### src/u8u16_pkg.sv
// ----------------------------------------------------------------------------
// u8u16_pkg
// Shared types and constants of the UTF-8 to UTF-16 transcoder.
// ----------------------------------------------------------------------------
package u8u16_pkg;

  localparam logic [15:0] REPLACEMENT_UNIT = 16'hFFFD;
  localparam logic [20:0] MAX_CODE_POINT   = 21'h10FFFF;
  localparam logic [20:0] SUPPLEMENT_BASE  = 21'h010000;
  localparam logic [5:0]  HIGH_SURR_TAG    = 6'b110110;  // 0xD800 >> 10
  localparam logic [5:0]  LOW_SURR_TAG     = 6'b110111;  // 0xDC00 >> 10

  localparam logic [2:0]  SEQ_NONE  = 3'd0;
  localparam logic [2:0]  SEQ_LEN2  = 3'd2;
  localparam logic [2:0]  SEQ_LEN3  = 3'd3;
  localparam logic [2:0]  SEQ_LEN4  = 3'd4;

  // Open multi-byte sequence
  typedef struct packed {
    logic [2:0]  exp_len;
    logic [2:0]  taken;
    logic [20:0] point;
  } seq_state_t;

  // Code units caused by one input byte, in output order
  typedef struct packed {
    logic [1:0]  count;
    logic [15:0] unit0;
    logic [15:0] unit1;
  } dec_result_t;

endpackage

### src/u8u16_decode.sv
// ----------------------------------------------------------------------------
// u8u16_decode
// Combinational decode of one UTF-8 byte against the open sequence state.
// ----------------------------------------------------------------------------
module u8u16_decode (
  input  logic [7:0]              byte_i,
  input  logic                    eos_i,
  input  logic                    big_endian_i,
  input  u8u16_pkg::seq_state_t   state_i,
  output u8u16_pkg::seq_state_t   state_o,
  output u8u16_pkg::dec_result_t  res_o
);
  import u8u16_pkg::*;

  logic        is_cont;
  logic [2:0]  taken_inc;
  logic [20:0] point_inc;
  logic [20:0] supp_off;
  logic [15:0] raw0;
  logic [15:0] raw1;
  logic [1:0]  cnt;
  logic        as_lead;
  seq_state_t  st;

  assign is_cont   = (byte_i[7:6] == 2'b10);
  assign taken_inc = state_i.taken + 3'd1;
  assign point_inc = {state_i.point[14:0], byte_i[5:0]};
  assign supp_off  = point_inc - SUPPLEMENT_BASE;

  always_comb begin
    st      = state_i;
    raw0    = REPLACEMENT_UNIT;
    raw1    = REPLACEMENT_UNIT;
    cnt     = 2'd0;
    as_lead = 1'b1;

    // Continue or break the open sequence
    if (state_i.exp_len != SEQ_NONE) begin
      if (is_cont) begin
        as_lead  = 1'b0;
        st.point = point_inc;
        st.taken = taken_inc;
        if (taken_inc >= state_i.exp_len) begin
          st = '{exp_len: SEQ_NONE, taken: 3'd0, point: 21'd0};
          if (point_inc > MAX_CODE_POINT) begin
            cnt = 2'd1;
          end else if (point_inc < SUPPLEMENT_BASE) begin
            raw0 = point_inc[15:0];
            cnt  = 2'd1;
          end else begin
            raw0 = {HIGH_SURR_TAG, supp_off[19:10]};
            raw1 = {LOW_SURR_TAG, supp_off[9:0]};
            cnt  = 2'd2;
          end
        end
      end else begin
        st  = '{exp_len: SEQ_NONE, taken: 3'd0, point: 21'd0};
        cnt = 2'd1;
      end
    end

    // Lead byte: emit ASCII or replacement, or open a sequence
    if (as_lead) begin
      if (byte_i[7] == 1'b0) begin
        if (cnt == 2'd0) raw0 = {8'd0, byte_i};
        else             raw1 = {8'd0, byte_i};
        cnt = cnt + 2'd1;
      end else if (byte_i[7:5] == 3'b110) begin
        st = '{exp_len: SEQ_LEN2, taken: 3'd1, point: {16'd0, byte_i[4:0]}};
      end else if (byte_i[7:4] == 4'b1110) begin
        st = '{exp_len: SEQ_LEN3, taken: 3'd1, point: {17'd0, byte_i[3:0]}};
      end else if (byte_i[7:3] == 5'b11110) begin
        st = '{exp_len: SEQ_LEN4, taken: 3'd1, point: {18'd0, byte_i[2:0]}};
      end else begin
        cnt = cnt + 2'd1;  // both slots already hold the replacement unit
      end
    end

    // Flush a sequence left open at end of stream
    if (eos_i && (st.exp_len != SEQ_NONE)) begin
      st  = '{exp_len: SEQ_NONE, taken: 3'd0, point: 21'd0};
      cnt = cnt + 2'd1;
    end
  end

  assign state_o     = st;
  assign res_o.count = cnt;
  assign res_o.unit0 = big_endian_i ? {raw0[7:0], raw0[15:8]} : raw0;
  assign res_o.unit1 = big_endian_i ? {raw1[7:0], raw1[15:8]} : raw1;

endmodule

### src/u8u16_outbuf.sv
// ----------------------------------------------------------------------------
// u8u16_outbuf
// Two-entry result register; holds the code units of one byte and drains
// them one per cycle while out_tready is high.
// ----------------------------------------------------------------------------
module u8u16_outbuf (
  input  logic                    clk,
  input  logic                    rst_n,
  input  logic                    load_i,
  input  u8u16_pkg::dec_result_t  res_i,
  output logic                    free_o,
  output logic                    out_tvalid,
  input  logic                    out_tready,
  output logic [15:0]             out_tdata,   // [15:0] code_unit
  output logic                    out_tlast    // last_in_run
);
  import u8u16_pkg::*;

  logic [1:0]  cnt_r;
  logic [1:0]  cnt_nxt;
  logic [15:0] head_r;
  logic [15:0] head_nxt;
  logic [15:0] tail_r;
  logic [15:0] tail_nxt;

  assign free_o = (cnt_r == 2'd0) || ((cnt_r == 2'd1) && out_tready);

  always_comb begin
    cnt_nxt  = cnt_r;
    head_nxt = head_r;
    tail_nxt = tail_r;
    if (load_i) begin
      cnt_nxt  = res_i.count;
      head_nxt = res_i.unit0;
      tail_nxt = res_i.unit1;
    end else if (out_tvalid && out_tready) begin
      // advance the second unit to the head
      cnt_nxt  = cnt_r - 2'd1;
      head_nxt = tail_r;
    end
  end

  always_ff @(posedge clk) begin
    if (!rst_n) begin
      cnt_r <= 2'd0;
    end else begin
      cnt_r <= cnt_nxt;
    end
    head_r <= head_nxt;
    tail_r <= tail_nxt;
  end

  assign out_tvalid = (cnt_r != 2'd0);
  assign out_tdata  = head_r;
  // units of one byte are loaded together, so the head is last when alone
  assign out_tlast  = (cnt_r == 2'd1);

  a_load_when_free: assert property (@(posedge clk) disable iff (!rst_n)
    load_i |-> ((cnt_r == 2'd0) || ((cnt_r == 2'd1) && out_tready)))
    else $error("result loaded over undelivered units");

  a_cnt_range: assert property (@(posedge clk) disable iff (!rst_n)
    cnt_r != 2'd3)
    else $error("result count out of range");

  a_pair_first_not_last: assert property (@(posedge clk) disable iff (!rst_n)
    (load_i && (res_i.count == 2'd2)) |=> (out_tvalid && !out_tlast))
    else $error("first unit of a pair flagged last");

  a_pair_drain: assert property (@(posedge clk) disable iff (!rst_n)
    ((cnt_r == 2'd2) && out_tready) |=> (cnt_r == 2'd1))
    else $error("second unit of a pair lost");

endmodule

### src/utf8_to_utf16_transcoder_top.sv
// ----------------------------------------------------------------------------
// utf8_to_utf16_transcoder_top
// UTF-8 byte stream in, UTF-16 code units out, byte order set by cfg.
// ----------------------------------------------------------------------------
// channel | direction | tdata / data       | side fields
// in_     | slave     | [7:0] data_byte    | tlast = end_of_stream
// out_    | master    | [15:0] code_unit   | tlast = last_in_run
// cfg_    | write     | [0] big_endian_out | -
//
// A byte is registered on accept and decoded from that register into the result
// register; bytes enter one per cycle while the result register has room. A byte
// that yields a surrogate pair holds the result register until both units drain.
// in_tready follows out_tready through the result register occupancy.
// Reset (synchronous, active low) clears the open sequence, the byte order
// and both valid stages.
// ----------------------------------------------------------------------------
module utf8_to_utf16_transcoder_top (
  input  logic        clk,
  input  logic        rst_n,
  input  logic        in_tvalid,
  output logic        in_tready,
  input  logic [7:0]  in_tdata,    // [7:0] data_byte
  input  logic        in_tlast,    // end_of_stream
  output logic        out_tvalid,
  input  logic        out_tready,
  output logic [15:0] out_tdata,   // [15:0] code_unit
  output logic        out_tlast,   // last_in_run
  input  logic        cfg_valid,
  output logic        cfg_ready,
  input  logic [7:0]  cfg_data     // [0] big_endian_out
);
  import u8u16_pkg::*;

  logic        s1_valid_r;
  logic        s1_valid_nxt;
  logic [7:0]  s1_byte_r;
  logic        s1_eos_r;
  logic        big_endian_r;
  seq_state_t  seq_r;
  seq_state_t  seq_nxt;
  dec_result_t dec_res;
  logic        buf_free;
  logic        consume;
  logic        in_fire;

  assign cfg_ready = 1'b1;

  u8u16_decode u_decode (
    .byte_i       (s1_byte_r),
    .eos_i        (s1_eos_r),
    .big_endian_i (big_endian_r),
    .state_i      (seq_r),
    .state_o      (seq_nxt),
    .res_o        (dec_res)
  );

  // a byte with no result needs no room in the result register
  assign consume   = s1_valid_r && ((dec_res.count == 2'd0) || buf_free);
  assign in_tready = !s1_valid_r || consume;
  assign in_fire   = in_tvalid && in_tready;

  assign s1_valid_nxt = in_fire ? 1'b1 : (consume ? 1'b0 : s1_valid_r);

  u8u16_outbuf u_outbuf (
    .clk        (clk),
    .rst_n      (rst_n),
    .load_i     (consume && (dec_res.count != 2'd0)),
    .res_i      (dec_res),
    .free_o     (buf_free),
    .out_tvalid (out_tvalid),
    .out_tready (out_tready),
    .out_tdata  (out_tdata),
    .out_tlast  (out_tlast)
  );

  always_ff @(posedge clk) begin
    if (!rst_n) begin
      s1_valid_r   <= 1'b0;
      big_endian_r <= 1'b0;
      seq_r        <= '{exp_len: SEQ_NONE, taken: 3'd0, point: 21'd0};
    end else begin
      s1_valid_r <= s1_valid_nxt;
      if (cfg_valid) begin
        big_endian_r <= cfg_data[0];
      end
      if (consume) begin
        seq_r <= seq_nxt;
      end
    end
    if (in_fire) begin
      s1_byte_r <= in_tdata;
      s1_eos_r  <= in_tlast;
    end
  end

  a_seq_len_legal: assert property (@(posedge clk) disable iff (!rst_n)
    (seq_r.exp_len == SEQ_NONE) || (seq_r.taken < seq_r.exp_len))
    else $error("open sequence already complete");

  a_idle_clear: assert property (@(posedge clk) disable iff (!rst_n)
    (seq_r.exp_len == SEQ_NONE) |-> ((seq_r.taken == 3'd0) && (seq_r.point == 21'd0)))
    else $error("closed sequence left partial state");

  a_stage_holds: assert property (@(posedge clk) disable iff (!rst_n)
    (s1_valid_r && !consume) |=> (s1_valid_r && $stable(s1_byte_r)))
    else $error("stalled byte lost");

endmodule
### config.mk
export PLATFORM = sky130hd
export DESIGN_NAME = utf8_to_utf16_transcoder_top
export DESIGN_NICKNAME = d
export VERILOG_FILES = /design/src/u8u16_pkg.sv /design/src/u8u16_decode.sv /design/src/u8u16_outbuf.sv /design/src/utf8_to_utf16_transcoder_top.sv
export SDC_FILE = /design/constraint.sdc
export NUM_CORES = 1
export LEC_CHECK = 0
export ABC_AREA = 1
export BUFFER_PORTS_ARGS = -buffer_cell sky130_fd_sc_hd__buf_2
export CAP_MARGIN = 20
export CORE_MARGIN = 5
export CORE_UTILIZATION = 55
export CTS_BUF_LIST = sky130_fd_sc_hd__clkbuf_2 sky130_fd_sc_hd__clkbuf_4 sky130_fd_sc_hd__clkbuf_8
export DETAILED_ROUTE_END_ITERATION = 8
export GPL_ROUTABILITY_DRIVEN = 0
export PLACE_DENSITY_LB_ADDON = 0.1
export SETUP_SLACK_MARGIN = 0.02
export SYNTH_ARGS = -nofsm -noshare
export SYNTH_HDL_FRONTEND = slang
export SYNTH_SLANG_ARGS = --single-unit
### constraint.sdc
create_clock -name clk -period 4 [get_ports clk]
set_input_delay 0.2 -clock clk [delete_from_list [all_inputs] [get_ports clk]]
set_output_delay 0.2 -clock clk [all_outputs]
set_load 0.03 [all_outputs]
==> results.py <==
metrics = {
    "timing": {
        "period_needed_ps": 3655,
        "period_share_pct": 91.39,
        "slew_headroom_pct": 55.51,
        "maxSlewViolCount": 0,
        "finalClockSkew_ps": 14.09,
        "whs_ps": 28.94,
        "max_freq_mhz": 273.6,
        "hold_violations": 0,
        "setup_tns_ps": 0,
        "tightest_slew_ps": 664.8,
        "setup_violations": 0,
        "rsz0062_at_grt": "no",
    },
    "critical_path": {
        "cp_slowest_cell": "dfxtp_1",
        "crit_chain": "ha_1, xnor2_1, inv_1, ha_1, nand3_1, nand2_1, inv_1, nor2_1, nand3_2, nor2_4, inv_1, ha_1, inv_1, nor2_1, nor2_1, nand3_2, nand3_1, buf_2",
        "end_kind": "output pin",
        "slowest_delay_ps": 360,
        "cp_data_required_time_ps": 3800,
        "path_class": "flip-flop to output pin",
        "crit_arrival_ps": 3460,
        "worstPathMaxFanout": 8,
        "cp-start-kind": "flip-flop",
        "cpMostUsedCell": "inv_1",
    },
    "synthesis": {
        "synth.most_common_cell": "nand2_1",
        "synth.area.top_cells": "edfxtp_1 (32%), dfxtp_1 (13%), nand2_1 (9.8%)",
        "ys_ff_latch": 66,
        "synth_ff_type": "edfxtp_1",
        "synth_top_cell_by_area": "edfxtp_1",
        "netlist_area_um2": 3795,
        "yosysTopAreaCellShare_pct": 32.44,
        "synth_common_cells": "nand2_1 (99), nor2_1 (75), o21ai_0 (62), inv_1 (56), edfxtp_1 (41)",
        "yosysWarningCount": 0,
        "syn_area_per_cell_um2": 7.745,
        "syn_inst": 490,
        "synthDistinctLibCells": 41,
        "synth-async-reset-ratio_pct": 0,
        "synth_edf_count": 41,
        "postSynthNetCount": 521,
        "synth-seq-area-share_pct": 45.63,
    },
    "clock_tree": {
        "cts.sinks": 66,
        "tritoncts": "built",
        "holdBufCountCts": 0,
        "insertion_delay_ps": 350,
        "clk_path_buf_depth": 2,
        "htree_num_levels": 3,
        "cts-buffers-inserted": 9,
        "cts-root-buf": "clkbuf_8",
        "clk_pin_slew_ps": 70,
    },
    "power_and_ir_drop": {
        "swShare_pct": 42.63,
        "seqPwrFrac_pct": 33.9,
        "p_per_area_nw_per_um2": 733.9,
        "p_total_w": 0.003155,
        "pwr-share-comb_pct": 44.6,
        "p_int_w": 0.001810,
        "p_clk_share_pct": 21.4,
        "p_leak_nw": 1.845,
        "vdd_drop_max_mv": 0.4301,
        "switchingPower_w": 0.001345,
    },
    "detailed_routing": {
        "route.detailed.drc": 0,
        "routed_wl_um": 8920,
        "drtPass1Iterations": 7,
        "vias": 3378,
        "drt-initial-drc-count": 329,
        "wl_per_cell_um": 14.62,
        "postRouteAntennaNets": 0,
        "via_per_inst": 5.538,
    },
    "finish": {
        "seqCellArea_um2": 1732,
        "num-fill-cells": 621,
        "nNetsFinal": 556,
        "drive_gt1_share_pct": 14.15,
        "antennaDiodeCount": 0,
        "multiInputGateArea_um2": 1742,
        "area_delta_synth_final_pct": 13.29,
    },
    "status": {
        "status": "finished, final reports clean",
    },
    "global_route": {
        "grt_pass1_wl_um": 15040,
        "grtUsageTotal_pct": 22.03,
        "grt_max_degree": 29,
        "grt_pass1_vias": 3089,
        "antenna_found_initial": 0,
        "grt_overflow_total": 0,
    },
    "die": {
        "dieArea_um2": 8661,
        "initial_core_util_pct": 56.17,
        "io-pin-count": 42,
        "die_y_um": 93.07,
        "rows": 30,
        "core_um2": 6756,
        "die_w_um": 93.07,
    },
    "worst_hold_path": {
        "min_path_type": "input port to flip-flop",
    },
    "flow_run": {
        "max_cap_viol_count": 0,
    },
    "placed_design": {
        "io_buffers": 33,
        "dpl.hpwl_um": 6545,
    },
}
[cell families (layout without fill, tap and decap cells)]
family | count (synthesis) | after routing | share of synthesized area, %
xor gates and xnor gates | 2 | 2 | 0.4617
and+or+nand+nor | 208 | 208 | 23.41
adders and majority gates | 9 | 9 | 2.967
AOI/OAI and AO/OA | 121 | 121 | 17.84
DFF | 66 | 66 | 45.63
buffers and inverters | 79 | 119 | 8.540
muxes | 4 | 4 | 1.055
other | 1 | 1 | 0.09882
[critical path: cells and delay by family, from the launching register on]
kind,cells,cell delay (ps)
and+or+nand+nor,9,1260
adders and majority gates,3,780
buffers and inverters,5,540
DFF,1,360
xor gates and xnor gates,1,180
[sequential cells by signal, indices dropped and copies added (netlist names)]
register / count
big_endian_r: 1
s1_byte_r: 8
s1_eos_r: 1
seq_r: 21
u_outbuf.out_tdata: 16
s1_valid_r: 1
u_outbuf.cnt_r: 2
u_outbuf.tail_r: 16
[cell usage in the layout, fill, tap and decap left out, types with 4 or more instances in the layout]
cell type	netlist	final
nand2_1	99	99
nand3_1	18	18
a21oi_1	22	22
inv_1	56	55
o21ai_0	62	62
ha_1	9	9
o22ai_1	13	13
a22oi_1	6	6
mux2i_1	4	4
buf_4	4	7
o31ai_1	4	4
buf_2	2	33
nor2_1	75	74
edfxtp_1	41	41
o21ai_1	5	5
dfxtp_1	25	25
clkbuf_8	0	9
[power by group through the flow]
| stage | Combinational, W | Sequential [W] | Clock, W |
|---|---|---|---|
| floorplan | 0.000916 | 0.00119 | 0 |
| global placement | 0.00135 | 0.00108 | 0 |
| detailed placement | 0.00138 | 0.00109 | 0 |
| CTS | 0.00138 | 0.00107 | 0.000685 |
| global route | 0.00158 | 0.00109 | 0.000720 |
| finish | 0.00141 | 0.00107 | 0.000676 |
[metal layers]
metal | GRT usage [%] | up-vias | part of all wire, %
met5 | 0 | - | 0
met4 | 9.890 | 0 | 2.6
met3 | 3.781 | 24 | 6.9
met2 | 34.37 | 136 | 45
met1 | 29.99 | 1509 | 45
li1 | - | 1709 | -
[timing repair]
action                                  CTS  global route
endpoints found under the setup margin    0            14
resized for setup                         0             3
setup buffers                             0             2
[cell type report]
cell class	instances	share of cell area (%)
multi-input combinational	345	40.51
clock buffer	9	2.881
sequential	66	40.28
tap	80	2.328
clock inverter	7	2.736
timing repair buffer	42	5.792
inverter	61	5.471
[per-stage QoR]
stage	cell area, um^2	setup WS, ps	util [%]	std cells
6_report	4299	344.5	63.63	610
5_1_grt	4299	56.76	63.63	610
4_1_cts	4274	222.4	63.26	608
3_5_place_dp	4033	252.2	59.69	592
3_3_place_gp	4033	377.2	59.69	592
2_1_floorplan	3795	391.5	-	490
[worst paths after layout]
path	start	endpoint	slack (ps)	cells after the start
worst max-delay path	seq_r[21]$_SDFFE_PN0P_	in_tready	340	18
worst min-delay path	in_tdata[3]	s1_byte_r[3]$_DFFE_PP_	30	1
worst max register to register	seq_r[21]$_SDFFE_PN0P_	u_outbuf.out_tdata[13]$_DFFE_PP_	360	19
worst min register to register	u_outbuf.cnt_r[1]$_SDFFE_PN0P_	u_outbuf.cnt_r[1]$_SDFFE_PN0P_	490	2
Power figures use the tool's default switching activity.
